==> src/rtl/rvc_pkg.sv <==
`timescale 1ns / 1ps
// ----------------------------------------------------------------------------
// rvc_pkg
// Shared types, opcode and field codes, and base-format encoders for the
// compressed instruction expander.
// ----------------------------------------------------------------------------
package rvc_pkg;

  typedef logic [15:0] cword_t;
  typedef logic [31:0] xword_t;
  typedef logic [6:0]  opcode_t;
  typedef logic [4:0]  reg_t;
  typedef logic [2:0]  funct3_t;
  typedef logic [6:0]  funct7_t;

  // result register contents
  typedef struct packed {
    xword_t word;
    logic   illegal;
  } result_t;

  // base opcodes
  localparam opcode_t OPC_JALR   = 7'h67;
  localparam opcode_t OPC_JAL    = 7'h6F;
  localparam opcode_t OPC_IMM    = 7'h13;
  localparam opcode_t OPC_LUI    = 7'h37;
  localparam opcode_t OPC_STORE  = 7'h23;
  localparam opcode_t OPC_LOAD   = 7'h03;
  localparam opcode_t OPC_BRANCH = 7'h63;
  localparam opcode_t OPC_OP     = 7'h33;
  localparam opcode_t OPC_OP32   = 7'h3B;
  localparam opcode_t OPC_IMM32  = 7'h1B;

  // base funct3 / funct7
  localparam funct3_t F3_ADD = 3'd0;
  localparam funct3_t F3_SLL = 3'd1;
  localparam funct3_t F3_W   = 3'd2;
  localparam funct3_t F3_D   = 3'd3;
  localparam funct3_t F3_XOR = 3'd4;
  localparam funct3_t F3_SR  = 3'd5;
  localparam funct3_t F3_OR  = 3'd6;
  localparam funct3_t F3_AND = 3'd7;
  localparam funct7_t F7_NONE = 7'h00;
  localparam funct7_t F7_SUB  = 7'h20;
  localparam logic [11:0] SRA_FLAG = 12'h400;

  // fixed registers
  localparam reg_t REG_ZERO = 5'd0;
  localparam reg_t REG_RA   = 5'd1;
  localparam reg_t REG_SP   = 5'd2;

  // compressed quadrants
  localparam logic [1:0] QUAD_0 = 2'd0;
  localparam logic [1:0] QUAD_1 = 2'd1;
  localparam logic [1:0] QUAD_2 = 2'd2;
  localparam logic [1:0] QUAD_3 = 2'd3;

  // compressed funct3, quadrant 0
  localparam funct3_t C0_ADDI4SPN = 3'd0;
  localparam funct3_t C0_LW       = 3'd2;
  localparam funct3_t C0_LD       = 3'd3;
  localparam funct3_t C0_SW       = 3'd6;
  localparam funct3_t C0_SD       = 3'd7;
  // quadrant 1
  localparam funct3_t C1_ADDI  = 3'd0;
  localparam funct3_t C1_ADDIW = 3'd1;
  localparam funct3_t C1_LI    = 3'd2;
  localparam funct3_t C1_LUI   = 3'd3;
  localparam funct3_t C1_ALU   = 3'd4;
  localparam funct3_t C1_J     = 3'd5;
  localparam funct3_t C1_BEQZ  = 3'd6;
  localparam funct3_t C1_BNEZ  = 3'd7;
  // quadrant 2
  localparam funct3_t C2_SLLI = 3'd0;
  localparam funct3_t C2_LWSP = 3'd2;
  localparam funct3_t C2_LDSP = 3'd3;
  localparam funct3_t C2_MISC = 3'd4;
  localparam funct3_t C2_SWSP = 3'd6;
  localparam funct3_t C2_SDSP = 3'd7;

  // quadrant 1 ALU sub-op, bits 11:10
  localparam logic [1:0] ALU_SRLI = 2'd0;
  localparam logic [1:0] ALU_SRAI = 2'd1;
  localparam logic [1:0] ALU_ANDI = 2'd2;
  localparam logic [1:0] ALU_REG  = 2'd3;
  // register op, bits 6:5
  localparam logic [1:0] RR_SUB = 2'd0;
  localparam logic [1:0] RR_XOR = 2'd1;
  localparam logic [1:0] RR_OR  = 2'd2;
  localparam logic [1:0] RR_AND = 2'd3;

  function automatic xword_t enc_i(opcode_t op, reg_t rd, funct3_t f3, reg_t rs1,
                                   logic [11:0] imm);
    return {imm, rs1, f3, rd, op};
  endfunction

  function automatic xword_t enc_r(opcode_t op, reg_t rd, funct3_t f3, reg_t rs1,
                                   reg_t rs2, funct7_t f7);
    return {f7, rs2, rs1, f3, rd, op};
  endfunction

  function automatic xword_t enc_s(opcode_t op, funct3_t f3, reg_t rs1, reg_t rs2,
                                   logic [11:0] imm);
    return {imm[11:5], rs2, rs1, f3, imm[4:0], op};
  endfunction

  function automatic xword_t enc_b(opcode_t op, funct3_t f3, reg_t rs1,
                                   logic [12:0] imm);
    return {imm[12], imm[10:5], REG_ZERO, rs1, f3, imm[4:1], imm[11], op};
  endfunction

  function automatic xword_t enc_j(opcode_t op, reg_t rd, logic [20:0] imm);
    return {imm[20], imm[10:1], imm[11], imm[19:12], rd, op};
  endfunction

endpackage

==> src/rtl/rvc_instruction_expander.sv <==
`timescale 1ns / 1ps
// ----------------------------------------------------------------------------
// rvc_instruction_expander
// Two-register pipeline around the compressed instruction expander.
//
//   channel | handshake          | payload
//   --------+--------------------+------------------------------
//   in      | in_valid, in_stall | compressed_word[15:0]
//   out     | out_valid,out_stall| expanded_word[31:0], illegal
//
// One transfer per cycle while out_stall is low; a result passes from the input
// register through expansion to the result register before it is valid.
// Synchronous reset clears both valid flags; payload registers are not reset.
// A stalled result holds; the input register still refills while the result
// register is empty, so in_stall rises only when both stages are full.
// ----------------------------------------------------------------------------
module rvc_instruction_expander (
  input  logic            clk,
  input  logic            rst,
  input  logic            in_valid,
  output logic            in_stall,
  input  rvc_pkg::cword_t compressed_word,
  output logic            out_valid,
  input  logic            out_stall,
  output rvc_pkg::xword_t expanded_word,
  output logic            illegal
);

  logic             in_full;
  rvc_pkg::cword_t  in_word;
  rvc_pkg::result_t result;
  rvc_pkg::result_t result_next;
  logic             out_load;
  logic             in_load;

  assign out_load = !out_valid || !out_stall;
  assign in_load  = !in_full || out_load;
  assign in_stall = !in_load;

  rvc_expand u_expand (
    .c   (in_word),
    .res (result_next)
  );

  always_ff @(posedge clk) begin
    if (rst) begin
      in_full   <= 1'b0;
      out_valid <= 1'b0;
    end else begin
      if (in_load) begin
        in_full <= in_valid;
      end
      if (out_load) begin
        out_valid <= in_full;
      end
    end
  end

  always_ff @(posedge clk) begin
    if (in_load && in_valid) begin
      in_word <= compressed_word;
    end
    if (out_load && in_full) begin
      result <= result_next;
    end
  end

  assign expanded_word = result.word;
  assign illegal       = result.illegal;

endmodule

==> src/rtl/rvc_expand.sv <==
`timescale 1ns / 1ps
// ----------------------------------------------------------------------------
// rvc_expand
// Combinational expansion of one compressed instruction into its 32-bit
// base form; unsupported encodings give zero with the illegal flag.
// ----------------------------------------------------------------------------
module rvc_expand (
  input  rvc_pkg::cword_t  c,
  output rvc_pkg::result_t res
);

  rvc_pkg::xword_t w;

  always_comb begin
    rvc_pkg::reg_t  a;
    rvc_pkg::reg_t  b;
    rvc_pkg::reg_t  a3;
    rvc_pkg::reg_t  b3;
    logic [11:0]    imm6;
    logic [11:0]    shamt;
    logic [11:0]    im_lw;
    logic [11:0]    im_ld;
    logic [20:0]    im_j;
    logic [12:0]    im_b;

    a     = c[11:7];
    b     = c[6:2];
    a3    = {2'b01, c[9:7]};
    b3    = {2'b01, c[4:2]};
    imm6  = {{6{c[12]}}, c[12], c[6:2]};
    shamt = {6'b0, c[12], c[6:2]};
    im_lw = {5'b0, c[5], c[12:10], c[6], 2'b0};
    im_ld = {4'b0, c[6:5], c[12:10], 3'b0};
    im_j  = {{10{c[12]}}, c[8], c[10:9], c[6], c[7], c[2], c[11], c[5:3], 1'b0};
    im_b  = {{5{c[12]}}, c[6:5], c[2], c[11:10], c[4:3], 1'b0};
    w     = '0;

    unique case (c[1:0])
      rvc_pkg::QUAD_0: begin
        unique case (c[15:13])
          rvc_pkg::C0_ADDI4SPN: begin
            if (c != '0) begin
              w = rvc_pkg::enc_i(rvc_pkg::OPC_IMM, b3, rvc_pkg::F3_ADD, rvc_pkg::REG_SP,
                                 {2'b0, c[10:7], c[12:11], c[5], c[6], 2'b0});
            end
          end
          rvc_pkg::C0_LW:
            w = rvc_pkg::enc_i(rvc_pkg::OPC_LOAD, b3, rvc_pkg::F3_W, a3, im_lw);
          rvc_pkg::C0_LD:
            w = rvc_pkg::enc_i(rvc_pkg::OPC_LOAD, b3, rvc_pkg::F3_D, a3, im_ld);
          rvc_pkg::C0_SW:
            w = rvc_pkg::enc_s(rvc_pkg::OPC_STORE, rvc_pkg::F3_W, a3, b3, im_lw);
          rvc_pkg::C0_SD:
            w = rvc_pkg::enc_s(rvc_pkg::OPC_STORE, rvc_pkg::F3_D, a3, b3, im_ld);
          default: w = '0;
        endcase
      end
      rvc_pkg::QUAD_1: begin
        unique case (c[15:13])
          rvc_pkg::C1_ADDI:
            w = rvc_pkg::enc_i(rvc_pkg::OPC_IMM, a, rvc_pkg::F3_ADD, a, imm6);
          rvc_pkg::C1_ADDIW:
            w = rvc_pkg::enc_i(rvc_pkg::OPC_IMM32, a, rvc_pkg::F3_ADD, a, imm6);
          rvc_pkg::C1_LI:
            w = rvc_pkg::enc_i(rvc_pkg::OPC_IMM, a, rvc_pkg::F3_ADD, rvc_pkg::REG_ZERO,
                               imm6);
          rvc_pkg::C1_LUI: begin
            if (a == rvc_pkg::REG_SP) begin
              w = rvc_pkg::enc_i(rvc_pkg::OPC_IMM, rvc_pkg::REG_SP, rvc_pkg::F3_ADD,
                                 rvc_pkg::REG_SP,
                                 {{3{c[12]}}, c[4:3], c[5], c[2], c[6], 4'b0});
            end else if (a != rvc_pkg::REG_ZERO) begin
              w = {{14{c[12]}}, c[12], c[6:2], a, rvc_pkg::OPC_LUI};
            end
          end
          rvc_pkg::C1_ALU: begin
            unique case (c[11:10])
              rvc_pkg::ALU_SRLI:
                w = rvc_pkg::enc_i(rvc_pkg::OPC_IMM, a3, rvc_pkg::F3_SR, a3, shamt);
              rvc_pkg::ALU_SRAI:
                w = rvc_pkg::enc_i(rvc_pkg::OPC_IMM, a3, rvc_pkg::F3_SR, a3,
                                   rvc_pkg::SRA_FLAG | shamt);
              rvc_pkg::ALU_ANDI:
                w = rvc_pkg::enc_i(rvc_pkg::OPC_IMM, a3, rvc_pkg::F3_AND, a3, imm6);
              rvc_pkg::ALU_REG: begin
                if (!c[12]) begin
                  unique case (c[6:5])
                    rvc_pkg::RR_SUB:
                      w = rvc_pkg::enc_r(rvc_pkg::OPC_OP, a3, rvc_pkg::F3_ADD, a3, b3,
                                         rvc_pkg::F7_SUB);
                    rvc_pkg::RR_XOR:
                      w = rvc_pkg::enc_r(rvc_pkg::OPC_OP, a3, rvc_pkg::F3_XOR, a3, b3,
                                         rvc_pkg::F7_NONE);
                    rvc_pkg::RR_OR:
                      w = rvc_pkg::enc_r(rvc_pkg::OPC_OP, a3, rvc_pkg::F3_OR, a3, b3,
                                         rvc_pkg::F7_NONE);
                    rvc_pkg::RR_AND:
                      w = rvc_pkg::enc_r(rvc_pkg::OPC_OP, a3, rvc_pkg::F3_AND, a3, b3,
                                         rvc_pkg::F7_NONE);
                    default: w = '0;
                  endcase
                end else begin
                  unique case (c[6:5])
                    rvc_pkg::RR_SUB:
                      w = rvc_pkg::enc_r(rvc_pkg::OPC_OP32, a3, rvc_pkg::F3_ADD, a3, b3,
                                         rvc_pkg::F7_SUB);
                    rvc_pkg::RR_XOR:
                      w = rvc_pkg::enc_r(rvc_pkg::OPC_OP32, a3, rvc_pkg::F3_ADD, a3, b3,
                                         rvc_pkg::F7_NONE);
                    default: w = '0;
                  endcase
                end
              end
              default: w = '0;
            endcase
          end
          rvc_pkg::C1_J:
            w = rvc_pkg::enc_j(rvc_pkg::OPC_JAL, rvc_pkg::REG_ZERO, im_j);
          rvc_pkg::C1_BEQZ, rvc_pkg::C1_BNEZ:
            w = rvc_pkg::enc_b(rvc_pkg::OPC_BRANCH, {2'b0, c[13]}, a3, im_b);
          default: w = '0;
        endcase
      end
      rvc_pkg::QUAD_2: begin
        unique case (c[15:13])
          rvc_pkg::C2_SLLI:
            w = rvc_pkg::enc_i(rvc_pkg::OPC_IMM, a, rvc_pkg::F3_SLL, a, shamt);
          rvc_pkg::C2_LWSP:
            w = rvc_pkg::enc_i(rvc_pkg::OPC_LOAD, a, rvc_pkg::F3_W, rvc_pkg::REG_SP,
                               {4'b0, c[3:2], c[12], c[6:4], 2'b0});
          rvc_pkg::C2_LDSP:
            w = rvc_pkg::enc_i(rvc_pkg::OPC_LOAD, a, rvc_pkg::F3_D, rvc_pkg::REG_SP,
                               {3'b0, c[4:2], c[12], c[6:5], 3'b0});
          rvc_pkg::C2_MISC: begin
            if (!c[12]) begin
              if (b == rvc_pkg::REG_ZERO) begin
                w = rvc_pkg::enc_i(rvc_pkg::OPC_JALR, rvc_pkg::REG_ZERO, rvc_pkg::F3_ADD,
                                   a, 12'b0);
              end else begin
                w = rvc_pkg::enc_r(rvc_pkg::OPC_OP, a, rvc_pkg::F3_ADD, rvc_pkg::REG_ZERO,
                                   b, rvc_pkg::F7_NONE);
              end
            end else if (b == rvc_pkg::REG_ZERO) begin
              // when a is zero the word stays zero and is flagged illegal
              if (a != rvc_pkg::REG_ZERO) begin
                w = rvc_pkg::enc_i(rvc_pkg::OPC_JALR, rvc_pkg::REG_RA, rvc_pkg::F3_ADD,
                                   a, 12'b0);
              end
            end else begin
              w = rvc_pkg::enc_r(rvc_pkg::OPC_OP, a, rvc_pkg::F3_ADD, a, b,
                                 rvc_pkg::F7_NONE);
            end
          end
          rvc_pkg::C2_SWSP:
            w = rvc_pkg::enc_s(rvc_pkg::OPC_STORE, rvc_pkg::F3_W, rvc_pkg::REG_SP, b,
                               {4'b0, c[8:7], c[12:9], 2'b0});
          rvc_pkg::C2_SDSP:
            w = rvc_pkg::enc_s(rvc_pkg::OPC_STORE, rvc_pkg::F3_D, rvc_pkg::REG_SP, b,
                               {3'b0, c[9:7], c[12:10], 3'b0});
          default: w = '0;
        endcase
      end
      rvc_pkg::QUAD_3: w = '0;
      default: w = '0;
    endcase
  end

  assign res.word    = w;
  assign res.illegal = (w == '0);

endmodule
==> config.mk <==
export PLATFORM = sky130hd
export DESIGN_NAME = rvc_instruction_expander
export DESIGN_NICKNAME = d
export VERILOG_FILES = /design/src/rtl/rvc_pkg.sv /design/src/rtl/rvc_instruction_expander.sv /design/src/rtl/rvc_expand.sv
export SDC_FILE = /design/constraint.sdc
export NUM_CORES = 1
export LEC_CHECK = 0
export ABC_AREA = 0
export BUFFER_PORTS_ARGS = -buffer_cell sky130_fd_sc_hd__buf_2
export CAP_MARGIN = 10
export CORE_MARGIN = 3
export CORE_UTILIZATION = 50
export DETAILED_ROUTE_END_ITERATION = 8
export PLACE_DENSITY = 0.83
export SYNTH_ARGS = -nofsm -noshare
export SYNTH_HDL_FRONTEND = slang
export SYNTH_SLANG_ARGS = --single-unit
==> constraint.sdc <==
create_clock -name clk -period 4.16 [get_ports clk]
set_clock_uncertainty 0.2 [all_clocks]
set_input_delay 0 -clock clk [delete_from_list [all_inputs] [get_ports clk]]
set_output_delay 0 -clock clk [all_outputs]
set_load 0.1 [all_outputs]
==> out/results.ini <==
[routing]
wl_mm=9.96
route.detailed.drc=0
dr.pass1.iters=6
wl_per_cell_um=20.8
dr_total_vias=3193
drt-initial-drc-count=686
drtAntennaViolNets=0
viasPerCell=6.67

[place]
io_buffer_count=54
place_hpwl_mm=6.68
placed_area_um2=3500
dp_slack_ps=1490
place_congestion=0.987

[floorplan]
io_pins=55
initial_core_util=0.536
coreArea_um2=6130
die_y_um=87.0
die_area_um2=7570
core.rowCount=28
die_w_um=87.0

[worst_setup_path]
worst_path_max_delay_cell=edfxtp_1
arrival_ps=2770
slowest_delay_ps=1080
cp-start-kind=flop
cp_cell_sequence=nor2b_1 -> and3_1 -> o21ai_1 -> a221oi_2 -> or3b_1
worstSetupPathType=flop to flop
end_kind=flop
rr_worst_depth=5
r2r_slack_ps=1380
required_ps=4150
worst-path-max-fanout=33

[clocking]
cts_resized=0
cts_setup_buffers=0
cts_root_buf=clkbuf_8
cts_hold_buf=20
cts.htree.levels=2
numClockSinks=50
cts_buffer_depth=2
clkTransAtPathRegs_ps=90
cts_buffers=5
cts_tree=yes
clock_latency_ps=310

[global_route]
grt_max_degree=34
antenna_found_initial=0
busiest_layer=met2
grt_util_all_layers=0.270
grt_use_met3=0.0653
globalRouteMet1Util=0.360
grt_first_pass_wirelength_mm=15.7
met2_usage=0.411
overflow=0
grt_pass1_vias=2981

[timing]
hold-worst-slack_ps=109
fin_ws_ps=1380
max_freq_mhz=360
period_needed_ps=2780
hold_violations=0
relSlewSlack=0.274
setup_viol=0
rsz0062_at_grt=no
tightest_slew_ps=1090
min_period_over_period=0.668
setup_tns_ps=0
maxSlewViolCount=0

[pwr]
switching_power_mw=0.466
clkPwrFrac=0.261
power_density_nw_per_um2=348
ir_worst_vdd_mv=0.192
swShare=0.351
internal_power_mw=0.860
p_comb_frac=0.264
power_frac_seq=0.475
p_leak_nw=1.39

[synth]
ys_top_cells_by_area=edfxtp_1 44%, a21oi_1 4.0%, nor2_1 3.7%, nand2_1 3.5%, o21ai_0 3.5%
synth_common_cells=48 x edfxtp_1, 32 x nor2_1, 31 x nand2_1
synth_edf_count=48
ys_ff_latch=50
synth_top_area_share=0.439
syn_area_um2=3280
synthMostInstantiatedCell=edfxtp_1
yosys.area.top_type=edfxtp_1
synth_nets=371
synth.avg_cell_area_um2=9.35
synth-async-reset-ratio=0
yosys_warnings=0
synthFlopType=edfxtp_1
ys_types=64
ys_seq_area_frac=0.451
synth_cells=351

[finish]
ff_latch_area_um2=1480
n_fill_cell=510
fin_util=0.622
multiInputGateArea_um2=1590
design_area_um2=3810
diodes=0
fin_nets=423
drive_gt1_frac=0.223
area_growth_pct=16.2

[run_status]
status=finished clean

[run]
timing.max_cap.violations=0

[hold_path]
hold_class=input pin to flop
hold_path_depth=3

metal layers:
metal,wire [um],vias up
li1,-,1426
met1,3830,1434
met2,4400,287
met3,1280,46
met4,448,0
met5,0,-
sequential cells by signal, indices dropped and copies added (netlist names):
register / flops
expanded_word: 31
in_word: 16
in_full: 1
out_valid: 1
illegal: 1
critical path: cells and delay by family (launching register included):
family	cells	cell delay (ps)
DFF	1	1080
and+or+nand+nor	3	1030
AOI/OAI and AO/OA	2	350
logic make-up (layout without fill, tap and decap cells):
kind of cell           after synthesis  after routing  share of synthesized area
and+or+nand+nor                    134            134                      0.213
AOI/OAI and AO/OA                  121            121                      0.256
DFF                                 50             50                      0.451
buffers and inverters               42             95                     0.0667
muxes                                4              4                     0.0126
layout make-up:
| class | count | area share |
|---|---|---|
| multi-input combinational | 259 | 0.416 |
| sequential | 50 | 0.388 |
| timing repair buffer | 80 | 0.135 |
| tap | 75 | 0.0246 |
| clock buffer | 6 | 0.0190 |
| clock inverter | 2 | 0.00984 |
| inverter | 7 | 0.00689 |
placed cells by master, fill, tap and decap left out, types with 5 or more instances in the layout:
cell | synthesis | layout
buf_4 | 6 | 6
nand2_1 | 31 | 31
a31oi_1 | 8 | 8
a211oi_1 | 5 | 5
o21ai_0 | 23 | 23
o221ai_1 | 7 | 7
buf_2 | 10 | 54
nor3_1 | 10 | 10
inv_1 | 6 | 6
o21ai_1 | 5 | 5
nor2b_1 | 9 | 9
clkbuf_8 | 0 | 5
edfxtp_1 | 48 | 48
nor2_1 | 32 | 32
nand2b_1 | 11 | 11
dlygate4sd3_1 | 0 | 20
nand3_1 | 13 | 13
a21oi_1 | 26 | 26
power groups by stage:
| stage | clock network (mW) | registers [mW] | logic [mW] |
|---|---|---|---|
| floorplan | 0 | 0.744 | 0.158 |
| global route | 0.376 | 0.633 | 0.368 |
| finish | 0.346 | 0.630 | 0.350 |
| CTS | 0.351 | 0.628 | 0.344 |
| global placement | 0 | 0.638 | 0.330 |
| detailed placement | 0 | 0.639 | 0.329 |
stage by stage:
stage	total power, mW	instances
floorplan	0.902	351
global placement	0.969	451
detailed placement	0.968	451
CTS	1.32	479
global route	1.38	479
finish	1.33	479
worst paths after layout:
kind	from	endpoint
worst min-delay path	out_stall	expanded_word[23]$_DFFE_PP_
worst min register to register	in_word[3]$_DFFE_PP_	expanded_word[21]$_DFFE_PP_
worst max register to register	in_word[15]$_DFFE_PP_	expanded_word[16]$_DFFE_PP_
worst max-delay path	in_word[15]$_DFFE_PP_	expanded_word[16]$_DFFE_PP_
(Power assumes the default switching activity.)
